===== src/rtl/qts_pkg.sv =====
`timescale 1ns / 1ps

package qts_pkg;

    localparam int CHAR_W = 16;
    localparam int DATA_W = 64;
    localparam int ADDR_W = 6;
    localparam int IDX_W  = 3;

    localparam logic [CHAR_W-1:0] WS_LIMIT = 16'h0020;
    localparam logic [CHAR_W-1:0] LF_CODE  = 16'h000A;
    localparam logic [CHAR_W-1:0] NUL_CODE = 16'h0000;

    typedef enum logic [IDX_W-1:0] {
        REG_SEPARATOR = 3'd0,
        REG_QUOTE     = 3'd1,
        REG_COMMENT   = 3'd2,
        REG_OPEN      = 3'd3,
        REG_CLOSE     = 3'd4
    } reg_idx_t;

    typedef enum logic [4:0] {
        MODE_IDLE    = 5'b00001,
        MODE_WORD    = 5'b00010,
        MODE_TEXT    = 5'b00100,
        MODE_COMMENT = 5'b01000,
        MODE_STOP    = 5'b10000
    } mode_t;

    typedef struct packed {
        logic [3:0][CHAR_W-1:0] separator_set;
        logic [1:0][CHAR_W-1:0] quote_set;
        logic [CHAR_W-1:0]      comment_char;
        logic [CHAR_W-1:0]      open_mark;
        logic [CHAR_W-1:0]      close_mark;
    } cfg_t;

    typedef struct packed {
        logic [CHAR_W-1:0] char_out;
        logic              char_valid;
        logic              token_done;
        logic              token_quoted;
        logic              run_last;
    } rec_t;

    typedef struct packed {
        mode_t      mode_next;
        logic [1:0] count;
        rec_t       rec0;
        rec_t       rec1;
    } step_t;

    function automatic rec_t mk_char(input logic [CHAR_W-1:0] c);
        rec_t r;
        r              = '0;
        r.char_out     = c;
        r.char_valid   = 1'b1;
        return r;
    endfunction

    function automatic rec_t mk_done(input logic quoted);
        rec_t r;
        r              = '0;
        r.token_done   = 1'b1;
        r.token_quoted = quoted;
        return r;
    endfunction

endpackage


===== src/rtl/qts_char_if.sv =====
`timescale 1ns / 1ps

interface qts_char_if;
    import qts_pkg::*;

    logic              valid;
    logic              ready;
    logic [CHAR_W-1:0] char_in;
    logic              end_of_text;

    modport source (output valid, output char_in, output end_of_text, input ready);
    modport sink (input valid, input char_in, input end_of_text, output ready);
endinterface


===== src/rtl/qts_tok_if.sv =====
`timescale 1ns / 1ps

interface qts_tok_if;
    import qts_pkg::*;

    logic              valid;
    logic              ready;
    logic [CHAR_W-1:0] char_out;
    logic              char_valid;
    logic              token_done;
    logic              token_quoted;
    logic              run_last;

    modport source (
        output valid, output char_out, output char_valid, output token_done,
        output token_quoted, output run_last, input ready
    );
    modport sink (
        input valid, input char_out, input char_valid, input token_done,
        input token_quoted, input run_last, output ready
    );
endinterface


===== src/rtl/qts_cfg_regs.sv =====
`timescale 1ns / 1ps

module qts_cfg_regs (
    input  logic                       clk,
    input  logic                       rst_n,
    input  logic                       psel,
    input  logic                       penable,
    input  logic                       pwrite,
    input  logic [qts_pkg::ADDR_W-1:0] paddr,
    input  logic [qts_pkg::DATA_W-1:0] pwdata,
    output logic [qts_pkg::DATA_W-1:0] prdata,
    output logic                       pready,
    output qts_pkg::cfg_t              cfg
);
    import qts_pkg::*;

    cfg_t     cfg_reg;
    cfg_t     cfg_next;
    reg_idx_t idx;
    logic     wr_en;

    // Registers sit on 8-byte boundaries; the low address bits are ignored.
    assign idx    = reg_idx_t'(paddr[ADDR_W-1:ADDR_W-IDX_W]);
    assign wr_en  = psel && penable && pwrite;
    assign pready = 1'b1;
    assign cfg    = cfg_reg;

    always_comb
    begin
        cfg_next = cfg_reg;
        if (wr_en)
        begin
            case (idx)
                REG_SEPARATOR: cfg_next.separator_set = pwdata;
                REG_QUOTE:     cfg_next.quote_set     = pwdata[2*CHAR_W-1:0];
                REG_COMMENT:   cfg_next.comment_char  = pwdata[CHAR_W-1:0];
                REG_OPEN:      cfg_next.open_mark     = pwdata[CHAR_W-1:0];
                REG_CLOSE:     cfg_next.close_mark    = pwdata[CHAR_W-1:0];
                default:       cfg_next = cfg_reg;
            endcase
        end
    end

    always_comb
    begin
        case (idx)
            REG_SEPARATOR: prdata = cfg_reg.separator_set;
            REG_QUOTE:     prdata = DATA_W'(cfg_reg.quote_set);
            REG_COMMENT:   prdata = DATA_W'(cfg_reg.comment_char);
            REG_OPEN:      prdata = DATA_W'(cfg_reg.open_mark);
            REG_CLOSE:     prdata = DATA_W'(cfg_reg.close_mark);
            default:       prdata = '0;
        endcase
    end

    always_ff @(posedge clk or negedge rst_n)
    begin
        if (!rst_n)
        begin
            cfg_reg.separator_set <= 64'd44;
            cfg_reg.quote_set     <= 32'd34;
            cfg_reg.comment_char  <= 16'd35;
            cfg_reg.open_mark     <= 16'd60;
            cfg_reg.close_mark    <= 16'd62;
        end
        else
        begin
            cfg_reg <= cfg_next;
        end
    end

endmodule


===== src/rtl/qts_step.sv =====
`timescale 1ns / 1ps

module qts_step (
    input  qts_pkg::mode_t             mode,
    input  logic [qts_pkg::CHAR_W-1:0] c,
    input  logic                       last,
    input  qts_pkg::cfg_t              cfg,
    output qts_pkg::step_t             res
);
    import qts_pkg::*;

    logic  is_nul;
    logic  is_blank;
    logic  is_quote;
    logic  is_comment;
    logic  is_open;
    logic  is_close;
    logic  sep_hit;
    logic  close_q;
    step_t s;

    always_comb
    begin
        sep_hit = 1'b0;
        for (int i = 0; i < 4; i++)
        begin
            if (cfg.separator_set[i] != NUL_CODE && cfg.separator_set[i] == c)
            begin
                sep_hit = 1'b1;
            end
        end
    end

    assign is_nul     = (c == NUL_CODE);
    assign is_blank   = (c <= WS_LIMIT) || sep_hit;
    assign is_quote   = (cfg.quote_set[0] != NUL_CODE && cfg.quote_set[0] == c)
                     || (cfg.quote_set[1] != NUL_CODE && cfg.quote_set[1] == c);
    assign is_comment = (cfg.comment_char != NUL_CODE) && (c == cfg.comment_char);
    assign is_open    = (c == cfg.open_mark);
    assign is_close   = (c == cfg.close_mark);

    always_comb
    begin
        s.mode_next = mode;
        s.count     = 2'd0;
        s.rec0      = '0;
        s.rec1      = '0;
        close_q     = 1'b0;

        case (mode)
            MODE_WORD:
            begin
                s.count = 2'd1;
                if (is_nul)
                begin
                    s.rec0      = mk_done(1'b0);
                    s.mode_next = MODE_STOP;
                end
                else if (is_blank)
                begin
                    s.rec0      = mk_done(1'b0);
                    s.mode_next = MODE_IDLE;
                end
                else if (is_open)
                begin
                    // The mark closes the word and starts the next one.
                    s.rec0  = mk_done(1'b0);
                    s.rec1  = mk_char(c);
                    s.count = 2'd2;
                end
                else if (is_close)
                begin
                    s.rec0            = mk_char(c);
                    s.rec0.token_done = 1'b1;
                    s.mode_next       = MODE_IDLE;
                end
                else if (is_comment)
                begin
                    s.rec0      = mk_done(1'b0);
                    s.mode_next = MODE_COMMENT;
                end
                else if (is_quote)
                begin
                    s.rec0      = mk_done(1'b0);
                    s.mode_next = MODE_TEXT;
                end
                else
                begin
                    s.rec0 = mk_char(c);
                end
            end
            MODE_TEXT:
            begin
                s.count = 2'd1;
                if (is_nul)
                begin
                    s.rec0      = mk_done(1'b1);
                    s.mode_next = MODE_STOP;
                end
                else if (is_quote)
                begin
                    s.rec0      = mk_done(1'b1);
                    s.mode_next = MODE_IDLE;
                end
                else if (is_comment)
                begin
                    s.rec0      = mk_done(1'b1);
                    s.mode_next = MODE_COMMENT;
                end
                else
                begin
                    s.rec0 = mk_char(c);
                end
            end
            MODE_COMMENT:
            begin
                if (is_nul)
                begin
                    s.mode_next = MODE_STOP;
                end
                else if (c == LF_CODE)
                begin
                    s.mode_next = MODE_IDLE;
                end
            end
            MODE_STOP:
            begin
                s.mode_next = MODE_STOP;
            end
            default:
            begin
                if (is_nul)
                begin
                    s.mode_next = MODE_STOP;
                end
                else if (is_blank)
                begin
                    s.mode_next = MODE_IDLE;
                end
                else if (is_quote)
                begin
                    s.mode_next = MODE_TEXT;
                end
                else if (is_comment)
                begin
                    s.mode_next = MODE_COMMENT;
                end
                else
                begin
                    s.rec0      = mk_char(c);
                    s.count     = 2'd1;
                    s.mode_next = MODE_WORD;
                end
            end
        endcase

        // On the last item an open token is closed, folded into a pending
        // character record when there is one, and the scan returns to idle.
        if (last)
        begin
            if (s.mode_next == MODE_WORD || s.mode_next == MODE_TEXT)
            begin
                close_q = (s.mode_next == MODE_TEXT);
                if (s.count == 2'd0)
                begin
                    s.rec0  = mk_done(close_q);
                    s.count = 2'd1;
                end
                else if (s.count == 2'd1)
                begin
                    if (s.rec0.char_valid && !s.rec0.token_done)
                    begin
                        s.rec0.token_done   = 1'b1;
                        s.rec0.token_quoted = close_q;
                    end
                    else
                    begin
                        s.rec1  = mk_done(close_q);
                        s.count = 2'd2;
                    end
                end
                else if (s.rec1.char_valid && !s.rec1.token_done)
                begin
                    s.rec1.token_done   = 1'b1;
                    s.rec1.token_quoted = close_q;
                end
            end
            s.mode_next = MODE_IDLE;
        end

        if (s.count == 2'd1)
        begin
            s.rec0.run_last = 1'b1;
        end
        else if (s.count == 2'd2)
        begin
            s.rec1.run_last = 1'b1;
        end
    end

    assign res = s;

endmodule


===== src/rtl/qts_out_fifo.sv =====
`timescale 1ns / 1ps

module qts_out_fifo #(
    parameter int DEPTH = 4
) (
    input  logic          clk,
    input  logic          rst_n,
    input  logic [1:0]    push_count,
    input  qts_pkg::rec_t push_rec0,
    input  qts_pkg::rec_t push_rec1,
    input  logic          pop,
    output qts_pkg::rec_t head,
    output logic          head_valid,
    output logic          room2
);
    import qts_pkg::*;

    localparam int PTR_W = (DEPTH > 1) ? $clog2(DEPTH) : 1;
    localparam int CNT_W = $clog2(DEPTH + 1);

    rec_t             mem [DEPTH];
    logic [PTR_W-1:0] wr_ptr_reg;
    logic [PTR_W-1:0] wr_ptr_next;
    logic [PTR_W-1:0] wr_ptr_inc;
    logic [PTR_W-1:0] rd_ptr_reg;
    logic [PTR_W-1:0] rd_ptr_next;
    logic [CNT_W-1:0] count_reg;
    logic [CNT_W-1:0] count_next;

    function automatic logic [PTR_W-1:0] ptr_inc(input logic [PTR_W-1:0] p);
        logic [PTR_W-1:0] q;
        if (p == PTR_W'(DEPTH - 1))
        begin
            q = '0;
        end
        else
        begin
            q = p + 1'b1;
        end
        return q;
    endfunction

    assign wr_ptr_inc = ptr_inc(wr_ptr_reg);

    always_comb
    begin
        case (push_count)
            2'd1:    wr_ptr_next = wr_ptr_inc;
            2'd2:    wr_ptr_next = ptr_inc(wr_ptr_inc);
            default: wr_ptr_next = wr_ptr_reg;
        endcase
    end

    assign rd_ptr_next = pop ? ptr_inc(rd_ptr_reg) : rd_ptr_reg;
    assign count_next  = count_reg + CNT_W'(push_count) - CNT_W'(pop);

    assign head       = mem[rd_ptr_reg];
    assign head_valid = (count_reg != '0);
    assign room2      = (count_reg <= CNT_W'(DEPTH - 2));

    always_ff @(posedge clk)
    begin
        if (push_count != 2'd0)
        begin
            mem[wr_ptr_reg] <= push_rec0;
        end
        if (push_count == 2'd2)
        begin
            mem[wr_ptr_inc] <= push_rec1;
        end
    end

    always_ff @(posedge clk or negedge rst_n)
    begin
        if (!rst_n)
        begin
            wr_ptr_reg <= '0;
            rd_ptr_reg <= '0;
            count_reg  <= '0;
        end
        else
        begin
            wr_ptr_reg <= wr_ptr_next;
            rd_ptr_reg <= rd_ptr_next;
            count_reg  <= count_next;
        end
    end

endmodule


===== src/rtl/quoted_token_scanner_core.sv =====
`timescale 1ns / 1ps

// Token scanner for a stream of 16-bit characters.
// in_ch carries one character request per handshake (char_in, end_of_text).
// out_ch carries token records: a character appended to the current token,
// a token close (token_done, token_quoted), or both; run_last marks the last
// record caused by a character. A character causes zero, one or two records.
// Separators, quote characters, comment character and the open and close
// marks are set through the APB port; the user must write them only while no
// character is in flight, which the block does not enforce. A record is
// offered once its character has passed the input register and the result
// queue. Throughput: one character per cycle; the input register feeds one
// pass of compare logic that writes a small result queue, and a character is
// processed only when the queue has room for two records. The output side
// moves one record per cycle while the receiver is ready. When the receiver
// stalls, the queue fills and in_ch.ready drops once the input register holds
// a character that cannot be processed. Reset returns the configuration to
// its defaults, empties the queue and puts the scanner idle between tokens.
module quoted_token_scanner_core #(
    parameter int FIFO_DEPTH = 4
) (
    input  logic                       clk,
    input  logic                       rst_n,
    input  logic                       psel,
    input  logic                       penable,
    input  logic                       pwrite,
    input  logic [qts_pkg::ADDR_W-1:0] paddr,
    input  logic [qts_pkg::DATA_W-1:0] pwdata,
    output logic [qts_pkg::DATA_W-1:0] prdata,
    output logic                       pready,
    qts_char_if.sink                   in_ch,
    qts_tok_if.source                  out_ch
);
    import qts_pkg::*;

    cfg_t              cfg;
    logic              in_valid_reg;
    logic              in_valid_next;
    logic [CHAR_W-1:0] in_char_reg;
    logic              in_last_reg;
    mode_t             mode_reg;
    mode_t             mode_next;
    step_t             step;
    logic              room2;
    logic              process;
    logic              in_take;
    logic [1:0]        push_count;
    rec_t              head;
    logic              head_valid;

    qts_cfg_regs u_cfg (
        .clk     (clk),
        .rst_n   (rst_n),
        .psel    (psel),
        .penable (penable),
        .pwrite  (pwrite),
        .paddr   (paddr),
        .pwdata  (pwdata),
        .prdata  (prdata),
        .pready  (pready),
        .cfg     (cfg)
    );

    qts_step u_step (
        .mode (mode_reg),
        .c    (in_char_reg),
        .last (in_last_reg),
        .cfg  (cfg),
        .res  (step)
    );

    assign process       = in_valid_reg && room2;
    assign in_ch.ready   = !in_valid_reg || process;
    assign in_take       = in_ch.valid && in_ch.ready;
    assign in_valid_next = in_take || (in_valid_reg && !process);
    assign mode_next     = process ? step.mode_next : mode_reg;
    assign push_count    = process ? step.count : 2'd0;

    qts_out_fifo #(
        .DEPTH (FIFO_DEPTH)
    ) u_fifo (
        .clk        (clk),
        .rst_n      (rst_n),
        .push_count (push_count),
        .push_rec0  (step.rec0),
        .push_rec1  (step.rec1),
        .pop        (out_ch.valid && out_ch.ready),
        .head       (head),
        .head_valid (head_valid),
        .room2      (room2)
    );

    assign out_ch.valid        = head_valid;
    assign out_ch.char_out     = head.char_out;
    assign out_ch.char_valid   = head.char_valid;
    assign out_ch.token_done   = head.token_done;
    assign out_ch.token_quoted = head.token_quoted;
    assign out_ch.run_last     = head.run_last;

    always_ff @(posedge clk)
    begin
        if (in_take)
        begin
            in_char_reg <= in_ch.char_in;
            in_last_reg <= in_ch.end_of_text;
        end
    end

    always_ff @(posedge clk or negedge rst_n)
    begin
        if (!rst_n)
        begin
            in_valid_reg <= 1'b0;
            mode_reg     <= MODE_IDLE;
        end
        else
        begin
            in_valid_reg <= in_valid_next;
            mode_reg     <= mode_next;
        end
    end

endmodule


===== src/flat_wrapper.sv =====
// flat-port wrapper written by rule: the top's interface ports become plain ports
module quoted_token_scanner_core_flat import qts_pkg::*;
#(
    parameter int FIFO_DEPTH = 4
)
  (clk, rst_n, psel, penable, pwrite, paddr, pwdata, prdata, pready, in_ch_valid, in_ch_char_in, in_ch_end_of_text, in_ch_ready, out_ch_valid, out_ch_char_out, out_ch_char_valid, out_ch_token_done, out_ch_token_quoted, out_ch_run_last, out_ch_ready);
  qts_char_if in_ch_i ();
  qts_tok_if out_ch_i ();
  input  logic clk;
  input  logic rst_n;
  input  logic psel;
  input  logic penable;
  input  logic pwrite;
  input  logic [qts_pkg::ADDR_W-1:0] paddr;
  input  logic [qts_pkg::DATA_W-1:0] pwdata;
  output logic [qts_pkg::DATA_W-1:0] prdata;
  output logic pready;
  input wire logic [$bits(in_ch_i.valid)-1:0] in_ch_valid;
  input wire logic [$bits(in_ch_i.char_in)-1:0] in_ch_char_in;
  input wire logic [$bits(in_ch_i.end_of_text)-1:0] in_ch_end_of_text;
  output wire logic [$bits(in_ch_i.ready)-1:0] in_ch_ready;
  output wire logic [$bits(out_ch_i.valid)-1:0] out_ch_valid;
  output wire logic [$bits(out_ch_i.char_out)-1:0] out_ch_char_out;
  output wire logic [$bits(out_ch_i.char_valid)-1:0] out_ch_char_valid;
  output wire logic [$bits(out_ch_i.token_done)-1:0] out_ch_token_done;
  output wire logic [$bits(out_ch_i.token_quoted)-1:0] out_ch_token_quoted;
  output wire logic [$bits(out_ch_i.run_last)-1:0] out_ch_run_last;
  input wire logic [$bits(out_ch_i.ready)-1:0] out_ch_ready;
  assign in_ch_i.valid = in_ch_valid;
  assign in_ch_i.char_in = in_ch_char_in;
  assign in_ch_i.end_of_text = in_ch_end_of_text;
  assign in_ch_ready = in_ch_i.ready;
  assign out_ch_valid = out_ch_i.valid;
  assign out_ch_char_out = out_ch_i.char_out;
  assign out_ch_char_valid = out_ch_i.char_valid;
  assign out_ch_token_done = out_ch_i.token_done;
  assign out_ch_token_quoted = out_ch_i.token_quoted;
  assign out_ch_run_last = out_ch_i.run_last;
  assign out_ch_i.ready = out_ch_ready;
  quoted_token_scanner_core #(.FIFO_DEPTH(FIFO_DEPTH)) u_core (.clk(clk), .rst_n(rst_n), .psel(psel), .penable(penable), .pwrite(pwrite), .paddr(paddr), .pwdata(pwdata), .prdata(prdata), .pready(pready), .in_ch(in_ch_i), .out_ch(out_ch_i));
endmodule

===== config.mk =====
export PLATFORM = sky130hd
export DESIGN_NAME = quoted_token_scanner_core_flat
export DESIGN_NICKNAME = d
export VERILOG_FILES = /design/src/rtl/qts_pkg.sv /design/src/rtl/qts_char_if.sv /design/src/rtl/qts_tok_if.sv /design/src/rtl/qts_cfg_regs.sv /design/src/rtl/qts_step.sv /design/src/rtl/qts_out_fifo.sv /design/src/rtl/quoted_token_scanner_core.sv /design/src/flat_wrapper.sv
export SDC_FILE = /design/constraint.sdc
export NUM_CORES = 1
export LEC_CHECK = 0
export ABC_AREA = 1
export BUFFER_PORTS_ARGS = -buffer_cell sky130_fd_sc_hd__buf_2
export CAP_MARGIN = 10
export CORE_UTILIZATION = 59
export CTS_CLUSTER_SIZE = 25
export DETAILED_ROUTE_END_ITERATION = 8
export PLACE_DENSITY_LB_ADDON = 0.1
export SLEW_MARGIN = 25
export SYNTH_ARGS = -nofsm -noshare
export SYNTH_HDL_FRONTEND = slang
export SYNTH_SLANG_ARGS = --single-unit

===== constraint.sdc =====
create_clock -name clk -period 4.7 [get_ports clk]
set_clock_uncertainty 0.1 [all_clocks]
set_input_delay 0.94 -clock clk [delete_from_list [all_inputs] [get_ports clk]]
set_output_delay 0.94 -clock clk [all_outputs]
set_load 0.02 [all_outputs]

==> results.md <==
* Max_slew headroom at 41.2%
* Sequential Area at 6860 um2
* WL/cell at 18.8 um
* Initial DRC count at 998
* Number of cell rows at 56
* Dpl cell area at 15300 um2
* Startpoint types: flip-flop
* Slowest stage delay, CP at 0.90 ns
* Area of the multi-input gates at 6090 um2
* Slew of the pin with the lowest slew margin at 0.878 ns
* Cts repair resizes at 0
* Yosys cell types at 49
* Initial antenna violation count at 3
* Peak VDD IR at 0.324 mV
* Clock root buffer: clkbuf_16
* Crit Reg-Reg Startpoint: u_core.in_char_reg[11]
* Initial core utilization at 60.1%
* Main synth FF type: dfrtp_1
* Postcts setup bufs at 0
* CP Data Arrival Time at 4.50 ns
* Final WS setup at 0.371 ns
* Synthesized flop and latch total at 254
* DIE AREA at 24500 um2
* Top-count cell post-synth: nand2_1
* Drt pass-1 iters at 7
* Hold buffers post-CTS at 0
* Final worst-path cycle share at 92.1%
* Post-synth top area share at 24.6%
* GP Congestion at 0.997
* M2 GR Usage at 55.7%
* Port Buffers at 176
* FF-to-FF End: u_core.u_fifo.mem[0][4]
* Max_cap viols at 0
* Kind of critical path: flip-flop to flip-flop
* Tot GR Track Use at 35.1%
* Total CTS buffers at 27
* Mapped cell area at 14100 um2
* Final worst path period need at 4.33 ns
* Critical path data required time at 4.87 ns
* Die height at 157 um
* Syn nets at 1852
* Vias/cell at 5.69
* Vias in the first global route at 12140
* Final Util at 68.8%
* Global routing's busiest layer: met2
* FF-to-FF path depth at 18
* Largest net degree at the start of global routing at 92
* Final Cell Area at 16100 um2
* Post-synthesis async set-or-reset flop share at 61.8%
* Largest area contributor in the netlist: dfrtp_1
* CTS tree: yes
* CP max FO at 17
* Routed Antenna Nets at 0
* Fill cell count at 1952
* Slew Limit Fails at 0
* Max Fclk at 0.231 GHz
* Io pins at 181
* Status: finished clean
* Hold Path Class: primary input to async pin
* Share of layout cells above drive strength 1 at 17.2%
* Nets at 2014
* P&R area growth vs syn at 14.4%
* Met1 Use GR at 46.5%
* Via count at 12776
* CTS H-tree lvls at 1
* Max reg flops at 144
* Seq/Total Area, Yosys at 48.6%
* Synth Area per Inst at 8.10 um2
* Leakage at 7.45 nW
* Critical-path cell list: inv_4, nand4_1, nor2_1, nand2_1, inv_1, nor2_1, nand4_1, nand2_2, nand2_2, nand2_4, nand3_4, nand3_1, ha_1, nand2_1, inv_1, nand2_1, nand2_2, nor2_1
* Dpl ws at 0.490 ns
* Max Buffers Root-to-Sink at 3
* Pwr per Cell Area at 550 nW/um2
* Worst Setup End Kind: flip-flop
* First-pass GRT wire length at 65300 um
* Core region area at 23500 um2
* Clock Latency Late Sink at 0.55 ns
* Final WL at 42200 um
* Register-to-register setup slack at 0.37 ns
* Post-DP HPWL at 29900 um
* Endpoints failing hold at 0
* RSZ-0062 raised after global routing: no
* Met3 GRT Util at 5.93%
* Syn. warnings at 0
* Clock sink total at 254
* Gr ovfl total at 0
* Syn Inst Count at 1743
* Die width at 157 um
* Synth top area cells: dfrtp_1, edfxtp_1, nand2_1, nor2_1, o21ai_0
* Setup TNS at 0 ns
* Clock transition at path regs at 0.06 ns
* Post-synth EDFFs at 97
* DRC violations left at 0
* Slowest cell on crit path: edfxtp_1
* Final-report setup violation count at 0
* Synth top cells by count: nand2_1, nor2_1, o21ai_0
## kinds of logic (layout without fill, tap and decap cells)
| kind of cell | count (synthesis) | after routing | share of synthesized area, % |
|---|---|---|---|
| other | 1 | 2 | 0.0266 |
| AND/OR/NAND/NOR | 816 | 816 | 24.8 |
| flip-flops | 254 | 254 | 48.6 |
| XOR/XNOR | 78 | 78 | 4.89 |
| AO/OA/AOI/OAI | 302 | 302 | 11.8 |
| adder cells (fa/ha/maj) | 15 | 15 | 1.38 |
| buffers and inverters | 276 | 459 | 8.37 |
| multiplexers | 1 | 1 | 0.0798 |
## metrics by stage
| stage | cells | total power, W | hold slack [ns] |
|---|---|---|---|
| global route | 2245 | 0.00940 | 0.400 |
| floorplan | 1743 | 0.00567 | 0.364 |
| detailed placement | 2195 | 0.00670 | 0.384 |
| global placement | 2195 | 0.00660 | 0.382 |
| finish | 2246 | 0.00888 | 0.377 |
| CTS | 2245 | 0.00887 | 0.395 |
## power breakdown
group	leakage [nW]	switching, W	internal, W	total [W]
combinational	4.33	0.00217	0.00103	0.00320
clock	0.423	0.000892	0.00128	0.00217
sequential	2.70	0.000472	0.00304	0.00351
## layout make-up
type / instances / share of cell area [%]
flip-flops and latches: 254 / 42.5
multi-input cells: 1213 / 37.7
repair buffers: 208 / 6.98
inverters: 201 / 4.80
clock buffers: 33 / 4.32
well taps: 319 / 2.47
clock inverters: 17 / 1.19
diodes: 1 / 0.0155
## layer usage
| metal | wire length [um] | vias up |
|---|---|---|
| met5 | 14 | - |
| met4 | 2200 | 2 |
| met3 | 3730 | 148 |
| met2 | 19200 | 629 |
| met1 | 17000 | 5966 |
| li1 | - | 6031 |
## placed cells by master, fill, tap and decap left out, types with 30 or more instances in the layout
master / Yosys / layout
a21oi_1: 40 / 39
buf_2: 1 / 175
buf_4: 13 / 32
dfrtp_1: 139 / 139
edfxtp_1: 97 / 97
inv_1: 181 / 181
nand2_1: 404 / 401
nand3_1: 30 / 30
nand4_1: 50 / 50
nor2_1: 270 / 269
o21ai_0: 185 / 181
o22ai_1: 46 / 46
xor2_1: 48 / 48
## worst max-delay path: cells and delay by family, from the launching register on
kind	cells	cell delay (ns)
adder cells (fa/ha/maj)	1	0.28
flip-flops	1	0.90
buffers and inverters	3	0.51
AND/OR/NAND/NOR	14	2.23
## worst max path at each step
stage                           start                  endpoint  depth (start not counted)  slack [ns]
2_1_floorplan      u_core.mode_reg[0]   u_core.u_fifo.mem[3][0]                         15        0.59
3_3_place_gp   u_core.in_char_reg[12]  u_core.u_fifo.mem[3][13]                         20        0.59
3_5_place_dp   u_core.in_char_reg[12]  u_core.u_fifo.mem[0][17]                         20        0.49
4_1_cts        u_core.in_char_reg[12]  u_core.u_fifo.mem[1][10]                         20        0.45
5_1_grt        u_core.in_char_reg[11]   u_core.u_fifo.mem[0][4]                         20        0.13
6_report       u_core.in_char_reg[11]   u_core.u_fifo.mem[0][4]                         18        0.37
(Power assumes the default switching activity.)
